===== src/drs_pkg.sv =====
// ---------------------------------------------------------------------------
// Disk request scheduler package
// Shared sizes, codes and record types for the scheduler and its cells.
// ---------------------------------------------------------------------------
package drs_pkg;

   localparam int QUEUE_DEPTH = 32;
   localparam int IDX_W       = $clog2(QUEUE_DEPTH);
   localparam int CNT_W       = $clog2(QUEUE_DEPTH + 1);
   localparam int ID_W        = 16;
   localparam int TRK_W       = 16;
   localparam int MODE_W      = 3;

   localparam logic [MODE_W-1:0] MODE_FIFO  = 3'd0;
   localparam logic [MODE_W-1:0] MODE_SSTF  = 3'd1;
   localparam logic [MODE_W-1:0] MODE_LOOK  = 3'd2;
   localparam logic [MODE_W-1:0] MODE_CLOOK = 3'd3;
   localparam logic [MODE_W-1:0] MODE_FLOOK = 3'd4;

   localparam logic REQ_ADD  = 1'b0;
   localparam logic REQ_PICK = 1'b1;

   typedef struct packed {
      logic [ID_W-1:0]  id;
      logic [TRK_W-1:0] track;
      logic             act;
   } entry_type;

   typedef struct packed {
      logic load;
      logic shift;
      logic set_act;
   } cell_ctl_type;

   typedef struct packed {
      logic             found;
      logic [IDX_W-1:0] idx;
      logic [ID_W-1:0]  id;
      logic [TRK_W-1:0] track;
   } best_type;

   typedef struct packed {
      logic start;
      logic en;
      logic active_only;
   } scan_ctl_type;

   typedef struct packed {
      logic             add_accepted;
      logic             grant_found;
      logic [ID_W-1:0]  grant_id;
      logic [TRK_W-1:0] grant_track;
   } result_type;

endpackage


===== src/drs_if.sv =====
// ---------------------------------------------------------------------------
// Disk request scheduler channels
// Request, response and register-write channels with valid/ready.
// ---------------------------------------------------------------------------
interface drs_req_if import drs_pkg::*; ();
   logic             valid;
   logic             ready;
   logic             req_type;
   logic [ID_W-1:0]  req_id;
   logic [TRK_W-1:0] req_track;
   logic [TRK_W-1:0] head_track;
   modport source (output valid, req_type, req_id, req_track, head_track, input ready);
   modport sink   (input valid, req_type, req_id, req_track, head_track, output ready);
endinterface

interface drs_rsp_if import drs_pkg::*; ();
   logic             valid;
   logic             ready;
   logic             add_accepted;
   logic             grant_found;
   logic [ID_W-1:0]  grant_id;
   logic [TRK_W-1:0] grant_track;
   modport source (output valid, add_accepted, grant_found, grant_id, grant_track,
                   input ready);
   modport sink   (input valid, add_accepted, grant_found, grant_id, grant_track,
                   output ready);
endinterface

interface drs_csr_if import drs_pkg::*; ();
   logic              valid;
   logic              ready;
   logic [MODE_W-1:0] policy_mode;
   modport source (output valid, policy_mode, input ready);
   modport sink   (input valid, policy_mode, output ready);
endinterface


===== src/drs_cell.sv =====
// ---------------------------------------------------------------------------
// Queue cell
// Holds one queued request and takes its neighbor's entry when told to.
// ---------------------------------------------------------------------------
module drs_cell
   import drs_pkg::*;
(
   input  logic         clock,
   input  cell_ctl_type ctl,
   input  entry_type    load_data,
   input  entry_type    next_data,
   output entry_type    cur_data
);

   entry_type ent_ff;
   entry_type ent_in;

   always_comb begin
      ent_in = ent_ff;
      if (ctl.load) begin
         ent_in = load_data;
      end else if (ctl.shift) begin
         ent_in = next_data;
      end else if (ctl.set_act) begin
         ent_in.act = 1'b1;
      end
   end

   always_ff @(posedge clock) begin
      ent_ff <= ent_in;
   end

   assign cur_data = ent_ff;

endmodule


===== src/drs_scan.sv =====
// ---------------------------------------------------------------------------
// Scan unit
// Watches the entry at the front of the rotating queue and keeps the best
// candidate for each policy: upward, downward, nearest and lowest track.
// ---------------------------------------------------------------------------
module drs_scan
   import drs_pkg::*;
(
   input  logic             clock,
   input  logic             reset,
   input  scan_ctl_type     ctl,
   input  logic [TRK_W-1:0] head,
   input  logic [IDX_W-1:0] idx,
   input  entry_type        ent,
   output best_type         up_best,
   output best_type         down_best,
   output best_type         near_best,
   output best_type         low_best
);

   best_type up_ff, down_ff, near_ff, low_ff;
   best_type up_in, down_in, near_in, low_in;
   best_type cand;
   logic             elig;
   logic [TRK_W-1:0] dist_new, dist_old;

   always_comb begin
      cand.found = 1'b1;
      cand.idx   = idx;
      cand.id    = ent.id;
      cand.track = ent.track;
      elig = !ctl.active_only || ent.act;
      dist_new = (ent.track >= head) ? ent.track - head : head - ent.track;
      dist_old = (near_ff.track >= head) ? near_ff.track - head : head - near_ff.track;
      up_in = up_ff;
      down_in = down_ff;
      near_in = near_ff;
      low_in = low_ff;
      if (ctl.start) begin
         up_in.found   = 1'b0;
         down_in.found = 1'b0;
         near_in.found = 1'b0;
         low_in.found  = 1'b0;
      end else if (ctl.en) begin
         // Strict compares keep the oldest entry on a tie.
         if (elig && ent.track >= head && (!up_ff.found || ent.track < up_ff.track)) begin
            up_in = cand;
         end
         if (elig && ent.track <= head &&
             (!down_ff.found || ent.track > down_ff.track)) begin
            down_in = cand;
         end
         if (!near_ff.found || dist_new < dist_old) begin
            near_in = cand;
         end
         if (!low_ff.found || ent.track < low_ff.track) begin
            low_in = cand;
         end
      end
   end

   always_ff @(posedge clock) begin
      if (reset) begin
         up_ff.found   <= 1'b0;
         down_ff.found <= 1'b0;
         near_ff.found <= 1'b0;
         low_ff.found  <= 1'b0;
      end else begin
         up_ff.found   <= up_in.found;
         down_ff.found <= down_in.found;
         near_ff.found <= near_in.found;
         low_ff.found  <= low_in.found;
      end
      up_ff.idx     <= up_in.idx;
      up_ff.id      <= up_in.id;
      up_ff.track   <= up_in.track;
      down_ff.idx   <= down_in.idx;
      down_ff.id    <= down_in.id;
      down_ff.track <= down_in.track;
      near_ff.idx   <= near_in.idx;
      near_ff.id    <= near_in.id;
      near_ff.track <= near_in.track;
      low_ff.idx    <= low_in.idx;
      low_ff.id     <= low_in.id;
      low_ff.track  <= low_in.track;
   end

   assign up_best   = up_ff;
   assign down_best = down_ff;
   assign near_best = near_ff;
   assign low_best  = low_ff;

endmodule


===== src/disk_request_scheduler.sv =====
// ---------------------------------------------------------------------------
// Disk request scheduler
// Queue of pending disk requests with fifo, shortest seek, look, circular
// look and frozen look selection.
//
//   channel   dir   carries
//   req_if    in    add or pick request, id, track, head position
//   rsp_if    out   add status, grant flag, granted id and track
//   csr_if    in    policy mode
//
// An add, a fifo pick and a pick on an empty queue pass through the output
// state to the response register. Other picks rotate the whole ring of
// QUEUE_DEPTH cells past the scan unit once, then close the gap.
// One request is in flight at a time; a stalled response holds the next.
// Reset is synchronous and empties the queue, sweep starts upward.
// ---------------------------------------------------------------------------
module disk_request_scheduler
   import drs_pkg::*;
(
   input logic      clock,
   input logic      reset,
   drs_req_if.sink  req_if,
   drs_rsp_if.source rsp_if,
   drs_csr_if.sink  csr_if
);

   typedef enum logic [3:0] {
      ST_IDLE   = 4'b0001,
      ST_SCAN   = 4'b0010,
      ST_DECIDE = 4'b0100,
      ST_OUT    = 4'b1000
   } state_type;

   state_type         state_ff, state_in;
   logic [CNT_W-1:0]  count_ff, count_in;
   logic              sweep_ff, sweep_in;
   logic [MODE_W-1:0] mode_ff;
   logic [TRK_W-1:0]  head_ff, head_in;
   logic [IDX_W-1:0]  step_ff, step_in;
   result_type        res_ff, res_in;
   logic              rsp_valid_ff;
   result_type        rsp_ff;

   entry_type    cell_q [QUEUE_DEPTH];
   cell_ctl_type cell_ctl [QUEUE_DEPTH];
   entry_type    load_ent;
   logic [QUEUE_DEPTH-1:0] act_vec;
   logic         any_active;
   logic         accept, is_add, is_pick, out_free, full, fifo_like;
   logic         rotate, compact;
   logic [IDX_W-1:0] sel_idx;
   best_type     up_best, down_best, near_best, low_best, chosen;
   scan_ctl_type scan_ctl;

   assign accept   = req_if.valid && req_if.ready;
   assign is_add   = req_if.req_type == REQ_ADD;
   assign is_pick  = req_if.req_type == REQ_PICK;
   assign full     = count_ff == CNT_W'(QUEUE_DEPTH);
   assign out_free = !rsp_valid_ff || rsp_if.ready;
   assign fifo_like = !(mode_ff == MODE_SSTF || mode_ff == MODE_LOOK ||
                        mode_ff == MODE_CLOOK || mode_ff == MODE_FLOOK);
   assign req_if.ready = state_ff == ST_IDLE;
   assign csr_if.ready = 1'b1;

   always_ff @(posedge clock) begin
      if (reset) begin
         mode_ff <= MODE_FIFO;
      end else if (csr_if.valid) begin
         mode_ff <= csr_if.policy_mode;
      end
   end

   always_comb begin
      load_ent.id    = req_if.req_id;
      load_ent.track = req_if.req_track;
      load_ent.act   = 1'b0;
   end

   // Decision after a full scan.
   always_comb begin
      chosen   = near_best;
      sweep_in = sweep_ff;
      if (mode_ff == MODE_LOOK || mode_ff == MODE_FLOOK) begin
         if (sweep_ff) begin
            chosen = up_best;
            if (!up_best.found) begin
               sweep_in = 1'b0;
               chosen   = down_best;
            end
         end else begin
            chosen = down_best;
            if (!down_best.found) begin
               sweep_in = 1'b1;
               chosen   = up_best;
            end
         end
      end else if (mode_ff == MODE_CLOOK) begin
         chosen = up_best.found ? up_best : low_best;
      end
      if (state_ff != ST_DECIDE) begin
         sweep_in = sweep_ff;
      end
   end

   always_comb begin
      any_active = 1'b0;
      for (int i = 0; i < QUEUE_DEPTH; i++) begin
         act_vec[i] = cell_q[i].act && (CNT_W'(i) < count_ff);
      end
      any_active = |act_vec;
   end

   assign rotate  = state_ff == ST_SCAN;
   assign compact = (state_ff == ST_DECIDE && chosen.found) ||
                    (state_ff == ST_IDLE && accept && is_pick && fifo_like &&
                     count_ff != '0);
   assign sel_idx = (state_ff == ST_DECIDE) ? chosen.idx : '0;

   always_comb begin
      for (int i = 0; i < QUEUE_DEPTH; i++) begin
         cell_ctl[i].load    = accept && is_add && !full && CNT_W'(i) == count_ff;
         cell_ctl[i].shift   = rotate || (compact && IDX_W'(i) >= sel_idx);
         cell_ctl[i].set_act = accept && is_pick && mode_ff == MODE_FLOOK && !any_active;
      end
   end

   for (genvar g = 0; g < QUEUE_DEPTH; g++) begin : g_cell
      drs_cell u_cell (
         .clock     (clock),
         .ctl       (cell_ctl[g]),
         .load_data (load_ent),
         .next_data (cell_q[(g + 1) % QUEUE_DEPTH]),
         .cur_data  (cell_q[g])
      );
   end

   always_comb begin
      scan_ctl.start       = accept;
      scan_ctl.en          = state_ff == ST_SCAN && CNT_W'(step_ff) < count_ff;
      scan_ctl.active_only = mode_ff == MODE_FLOOK;
   end

   drs_scan u_scan (
      .clock     (clock),
      .reset     (reset),
      .ctl       (scan_ctl),
      .head      (head_ff),
      .idx       (step_ff),
      .ent       (cell_q[0]),
      .up_best   (up_best),
      .down_best (down_best),
      .near_best (near_best),
      .low_best  (low_best)
   );

   always_comb begin
      state_in = state_ff;
      count_in = count_ff;
      head_in  = head_ff;
      step_in  = step_ff;
      res_in   = res_ff;
      case (state_ff)
         ST_IDLE: begin
            if (accept) begin
               res_in  = '0;
               head_in = req_if.head_track;
               step_in = '0;
               state_in = ST_OUT;
               if (is_add) begin
                  if (!full) begin
                     res_in.add_accepted = 1'b1;
                     count_in = count_ff + 1'b1;
                  end
               end else if (count_ff != '0) begin
                  if (fifo_like) begin
                     res_in.grant_found = 1'b1;
                     res_in.grant_id    = cell_q[0].id;
                     res_in.grant_track = cell_q[0].track;
                     count_in = count_ff - 1'b1;
                  end else begin
                     state_in = ST_SCAN;
                  end
               end
            end
         end
         ST_SCAN: begin
            step_in = step_ff + 1'b1;
            if (step_ff == IDX_W'(QUEUE_DEPTH - 1)) begin
               state_in = ST_DECIDE;
            end
         end
         ST_DECIDE: begin
            res_in = '0;
            if (chosen.found) begin
               res_in.grant_found = 1'b1;
               res_in.grant_id    = chosen.id;
               res_in.grant_track = chosen.track;
               count_in = count_ff - 1'b1;
            end
            state_in = ST_OUT;
         end
         ST_OUT: begin
            if (out_free) begin
               state_in = ST_IDLE;
            end
         end
         default: begin
            state_in = ST_IDLE;
         end
      endcase
   end

   always_ff @(posedge clock) begin
      if (reset) begin
         state_ff     <= ST_IDLE;
         count_ff     <= '0;
         sweep_ff     <= 1'b1;
         rsp_valid_ff <= 1'b0;
      end else begin
         state_ff <= state_in;
         count_ff <= count_in;
         sweep_ff <= sweep_in;
         if (state_ff == ST_OUT && out_free) begin
            rsp_valid_ff <= 1'b1;
         end else if (rsp_if.ready) begin
            rsp_valid_ff <= 1'b0;
         end
      end
      head_ff <= head_in;
      step_ff <= step_in;
      res_ff  <= res_in;
      if (state_ff == ST_OUT && out_free) begin
         rsp_ff <= res_ff;
      end
   end

   assign rsp_if.valid        = rsp_valid_ff;
   assign rsp_if.add_accepted = rsp_ff.add_accepted;
   assign rsp_if.grant_found  = rsp_ff.grant_found;
   assign rsp_if.grant_id     = rsp_ff.grant_id;
   assign rsp_if.grant_track  = rsp_ff.grant_track;

`ifndef SYNTHESIS
   a_count_range: assert property (@(posedge clock) disable iff (reset)
      count_ff <= CNT_W'(QUEUE_DEPTH))
      else $error("queue count beyond depth");

   a_accept_leaves_idle: assert property (@(posedge clock) disable iff (reset)
      accept |=> state_ff != ST_IDLE)
      else $error("request accepted but scheduler stayed idle");

   a_decide_found: assert property (@(posedge clock) disable iff (reset)
      state_ff == ST_DECIDE |-> chosen.found)
      else $error("scan of a non-empty queue found no request");

   a_add_counts: assert property (@(posedge clock) disable iff (reset)
      (accept && is_add && !full) |=> count_ff == $past(count_ff) + 1'b1)
      else $error("stored add did not grow the queue");
`endif

endmodule

===== src/flat_wrapper.sv =====
// flat-port wrapper written by rule: the top's interface ports become plain ports
module disk_request_scheduler_flat import drs_pkg::*;
  (clock, reset, req_if_valid, req_if_req_type, req_if_req_id, req_if_req_track, req_if_head_track, req_if_ready, rsp_if_valid, rsp_if_add_accepted, rsp_if_grant_found, rsp_if_grant_id, rsp_if_grant_track, rsp_if_ready, csr_if_valid, csr_if_policy_mode, csr_if_ready);
  drs_req_if req_if_i ();
  drs_rsp_if rsp_if_i ();
  drs_csr_if csr_if_i ();
  input logic clock;
  input logic reset;
  input wire logic [$bits(req_if_i.valid)-1:0] req_if_valid;
  input wire logic [$bits(req_if_i.req_type)-1:0] req_if_req_type;
  input wire logic [$bits(req_if_i.req_id)-1:0] req_if_req_id;
  input wire logic [$bits(req_if_i.req_track)-1:0] req_if_req_track;
  input wire logic [$bits(req_if_i.head_track)-1:0] req_if_head_track;
  output wire logic [$bits(req_if_i.ready)-1:0] req_if_ready;
  output wire logic [$bits(rsp_if_i.valid)-1:0] rsp_if_valid;
  output wire logic [$bits(rsp_if_i.add_accepted)-1:0] rsp_if_add_accepted;
  output wire logic [$bits(rsp_if_i.grant_found)-1:0] rsp_if_grant_found;
  output wire logic [$bits(rsp_if_i.grant_id)-1:0] rsp_if_grant_id;
  output wire logic [$bits(rsp_if_i.grant_track)-1:0] rsp_if_grant_track;
  input wire logic [$bits(rsp_if_i.ready)-1:0] rsp_if_ready;
  input wire logic [$bits(csr_if_i.valid)-1:0] csr_if_valid;
  input wire logic [$bits(csr_if_i.policy_mode)-1:0] csr_if_policy_mode;
  output wire logic [$bits(csr_if_i.ready)-1:0] csr_if_ready;
  assign req_if_i.valid = req_if_valid;
  assign req_if_i.req_type = req_if_req_type;
  assign req_if_i.req_id = req_if_req_id;
  assign req_if_i.req_track = req_if_req_track;
  assign req_if_i.head_track = req_if_head_track;
  assign req_if_ready = req_if_i.ready;
  assign rsp_if_valid = rsp_if_i.valid;
  assign rsp_if_add_accepted = rsp_if_i.add_accepted;
  assign rsp_if_grant_found = rsp_if_i.grant_found;
  assign rsp_if_grant_id = rsp_if_i.grant_id;
  assign rsp_if_grant_track = rsp_if_i.grant_track;
  assign rsp_if_i.ready = rsp_if_ready;
  assign csr_if_i.valid = csr_if_valid;
  assign csr_if_i.policy_mode = csr_if_policy_mode;
  assign csr_if_ready = csr_if_i.ready;
  disk_request_scheduler u_core (.clock(clock), .reset(reset), .req_if(req_if_i), .rsp_if(rsp_if_i), .csr_if(csr_if_i));
endmodule

===== config.mk =====
export PLATFORM = sky130hd
export DESIGN_NAME = disk_request_scheduler_flat
export DESIGN_NICKNAME = d
export VERILOG_FILES = /design/src/drs_pkg.sv /design/src/drs_if.sv /design/src/drs_cell.sv /design/src/drs_scan.sv /design/src/disk_request_scheduler.sv /design/src/flat_wrapper.sv
export SDC_FILE = /design/constraint.sdc
export NUM_CORES = 2
export LEC_CHECK = 0
export ABC_AREA = 1
export BUFFER_PORTS_ARGS = -buffer_cell sky130_fd_sc_hd__buf_4
export CORE_MARGIN = 2
export CORE_UTILIZATION = 65
export DETAILED_ROUTE_END_ITERATION = 16
export PLACE_DENSITY = 0.82
export SYNTH_ARGS = -nofsm -noshare
export SYNTH_HDL_FRONTEND = slang
export SYNTH_SLANG_ARGS = --single-unit

===== constraint.sdc =====
create_clock -name clock -period 14.6 [get_ports clock]
set_clock_uncertainty 0.1 [all_clocks]
set_input_delay 1.46 -clock clock [delete_from_list [all_inputs] [get_ports clock]]
set_output_delay 1.46 -clock clock [all_outputs]
set_load 0.03 [all_outputs]

==> summary.txt <==
Synth
  • Cells after Synth: between 5000 and 6000
  • Synth Flop Type: edfxtp_1
  • Ranking of synthesized cells by area: edfxtp_1 (63%), nand2_1 (9.8%), o21ai_0 (8.8%)
  • Syn. warnings: 0
  • Syn_area_per_cell: between 10 and 15 sq um
  • Post-synth top area cell: edfxtp_1
  • Share of the synthesized area in the top cell type: 0.635
  • Post-synth EDFFs: 1261
  • #FFs+latches synth: 1312
  • Most common cell in the netlist: nand2_1
  • Post-Syn Nets: 5873
  • Cell variety after synth: 52
  • Sequential fraction of the synthesis area: 0.652
  • Post-Syn Area: 59600 sq um
  • Commonest cells post-synth: nand2_1 (1554), edfxtp_1 (1261), o21ai_0 (1045)
  • Asr flop ratio synth: 0

Clocking
  • Max Buffers Root-to-Sink: 3
  • CTS-repair resized insts: 0
  • CTS Buf Count: 133
  • CTS H-Tree Depth: 4
  • Worst skew pair latency: 760 ps
  • Clock Sinks: 1312
  • Clk root buf: clkbuf_16
  • CTS tree: yes
  • Quantity of hold-fixing buffers added after cts: 0
  • CTS clock-pin slew for the worst setup and hold paths: 60 ps
  • Postcts setup bufs: 0

Global route
  • Grt ovf: 0
  • Largest net degree at the start of global routing: around 110
  • Initial antenna violation count: 2
  • Vias in the first global route: approximately 42000
  • GRT Resource Usage Total: 0.354
  • First-pass GRT wire length: between 200000 and 300000 microns

Setup path
  • CP max stage delay: between 500 and 600 ps
  • Worst reg2reg startpoint: u_core.g_cell[0].u_cell.cur_data[1]$_DFFE_PP_
  • CP startpoint: u_core.g_cell[0].u_cell.cur_data[1]$_DFFE_PP_
  • Crit path arrival time: 5890 ps
  • CP max FO: 37
  • Worst reg2reg path depth: 20
  • Critical-path top delay cell: buf_4
  • Worst Path Required: 14880 ps
  • Worst setup path end: u_core.u_scan.near_best[31]$_DFFE_PP_
  • Cell Chain, Critical Path: inv_1 -> ha_1 -> inv_1 -> fa_1 -> nand2_1 -> nand2_1 -> a21oi_1 -> o21ai_1 -> nand2_1 -> nand3_1 -> inv_1 -> o21ai_0 -> nand2_1 -> ha_1 -> a21oi_1 -> o21ai_0 -> o21ai_0 -> nand3_1 -> a21oi_4 -> buf_4
  • Worst Setup End Kind: flip-flop
  • RR Endpoint: u_core.u_scan.near_best[31]$_DFFE_PP_
  • Setup Crit Path Kind: reg2reg
  • Startpoint Class: flip-flop
  • Cell repeated most along the worst path: nand2_1
  • Reg2reg setup slack: around 9000 ps

Layout
  • Final Non-Filler Cells: slightly below 7000
  • Post-route cell area: around 65000 sq um
  • Final net count: 5798
  • Core Util, Final: 0.715
  • Area grow syn2layout: 9.37%
  • Share of layout cells above drive strength 1: 0.0817

STA
  • Max Clock Freq: 0.178 GHz
  • Final Hold Viols: 0
  • Minimum clock period after layout: about 5600 ps
  • Slew Limit Fails: 0
  • RSZ-0062 raised after global routing: no
  • Slew HR: 0.175
  • Final Cycle Share: 0.385
  • Setup violators final: 0
  • Fin Setup TNS: 0 ps
  • Worst-margin pin slew: roughly 1200 ps

Detailed routing
  • DR vias: ~44000
  • Final wirelength: 168000 microns
  • # DRC: 0
  • DRT iter0 DRCs: 6363
  • Detail Route Antenna Nets: 0
  • 1st-pass router iterations: 8
  • Drt via density: between 6 and 7
  • DR WL/cell: between 20 and 25 microns

Power
  • Power Density: between 100 and 150 nW/um^2
  • Pint: just under 7 mW
  • P_leak: between 20 and 30 nW
  • Gate power share: 0.147
  • Part of the power in registers: 0.499
  • Sw frac: 0.275
  • Clock power frac: 0.355
  • Sw Pwr: between 2 and 3 mW
  • VDD IR max: approximately 0.12 mV

Floorplan
  • Core Area: just over 90000 sq um
  • Die ar.: approximately 94000 sq um
  • Starting Density: 0.654
  • Core Rows: around 110
  • Top-Level Pins: between 90 and 100
  • Chip width: 307 microns
  • Die span in y: 307 microns

Place
  • Placed cell count: approximately 6700
  • Gp weighted congestion: just over 1
  • I/O Buffers: a little over 90
  • HPWL after DPL: ~100000 microns
  • Cell Area, Placed: about 61000 sq um

Run status
  • Status: complete, no violations

Worst hold path
  • Worst hold path class: reg2reg

Job
  • Max cap viols: 0
## sequential cells by signal, summed over array words and instances (netlist names), 5 cells and up
register                       cells
u_core.count_ff                    6
u_core.u_scan.down_best           38
u_core.head_ff                    16
u_core.rsp_if.grant_id            16
u_core.g_cell.u_cell.cur_data   1056
u_core.u_scan.up_best             38
u_core.step_ff                     5
u_core.rsp_if.grant_track         16
u_core.res_ff                     34
u_core.u_scan.low_best            38
u_core.u_scan.near_best           38
## logic make-up (layout without fill, tap and decap cells)
kind of cell / count (synthesis) / after routing / share of synthesized area
buffers and inverters: 762 / 790 / 0.0520
XOR/XNOR: 45 / 45 / 0.00661
other: 1 / 2 / 0.0000629
flip-flops: 1312 / 1312 / 0.652
AND/OR/NAND/NOR: 1933 / 1933 / 0.129
adder cells (fa/ha/maj): 137 / 137 / 0.0292
AO/OA/AOI/OAI: 1489 / 1489 / 0.131
## final cells by class
class,count,area (sq um)
diodes,1,2.50
fillers,6075,26000
multi-input cells,3605,17800
well taps,1186,1480
clock inverters,73,739
clock buffers,165,3530
repair buffers,191,1430
flip-flops and latches,1312,38900
inverters,361,1360
## critical path: cells and delay by family, from the launching register on
kind | cells | cell delay, ps
AOI/OAI and AO/OA | 7 | 1330
and+or+nand+nor | 6 | 1070
DFF | 1 | 520
buffers and inverters | 4 | 1330
adders and majority gates | 3 | 830
## worst min path at each step
stage                                         start  slack (ps)                                     end  cells after the start
floorplan           u_core.res_ff[33]$_SDFFCE_PP0P_         300    u_core.rsp_if.add_accepted$_DFFE_PP_                      0
global placement         u_core.res_ff[7]$_DFFE_PP_         300  u_core.rsp_if.grant_track[7]$_DFFE_PP_                      0
detailed placement       u_core.res_ff[7]$_DFFE_PP_         300  u_core.rsp_if.grant_track[7]$_DFFE_PP_                      0
CTS                      u_core.res_ff[7]$_DFFE_PP_         320  u_core.rsp_if.grant_track[7]$_DFFE_PP_                      0
global route             u_core.res_ff[3]$_DFFE_PP_         330  u_core.rsp_if.grant_track[3]$_DFFE_PP_                      0
finish                  u_core.res_ff[18]$_DFFE_PP_         320     u_core.rsp_if.grant_id[2]$_DFFE_PP_                      0
## through the flow
stage / setup WS, ps / power [mW] / hold WS (ps)
2_1_floorplan: 9250 / 5.67 / 300
5_1_grt: 8600 / 9.86 / 327
3_3_place_gp: 8990 / 6.16 / 302
4_1_cts: 8910 / 9.53 / 320
6_report: 8980 / 9.55 / 319
3_5_place_dp: 8940 / 6.18 / 305
## metal layers
metal,track usage,routed length (microns),share of wire,vias up
li1,-,-,-,19600
met1,0.489,63900,0.38,21000
met2,0.560,78300,0.47,3005
met3,0.0609,18700,0.11,415
met4,0.156,7310,0.043,0
met5,0,0,0,-
## power by group through the flow
stage | Sequential (mW) | Combinational (mW) | Clock [mW]
2_1_floorplan | 4.77 | 0.901 | 0
3_3_place_gp | 4.82 | 1.34 | 0
3_5_place_dp | 4.83 | 1.36 | 0
4_1_cts | 4.75 | 1.38 | 3.40
5_1_grt | 4.78 | 1.54 | 3.53
6_report | 4.76 | 1.40 | 3.39
## cells in the final DEF (no fill, tap or decap), types with 27 or more instances in the layout
cell	instances
nand2_1	1542
o21ai_1	164
clkinv_1	27
nand4_1	28
o211ai_1	69
o21ai_0	1043
clkbuf_1	28
inv_1	345
dfxtp_1	50
buf_4	191
clkbuf_16	137
o22ai_1	32
nand3_1	131
xor2_1	36
a21oi_1	129
edfxtp_1	1261
ha_1	133
nor2_1	156
Power figures use the tool's default switching activity.
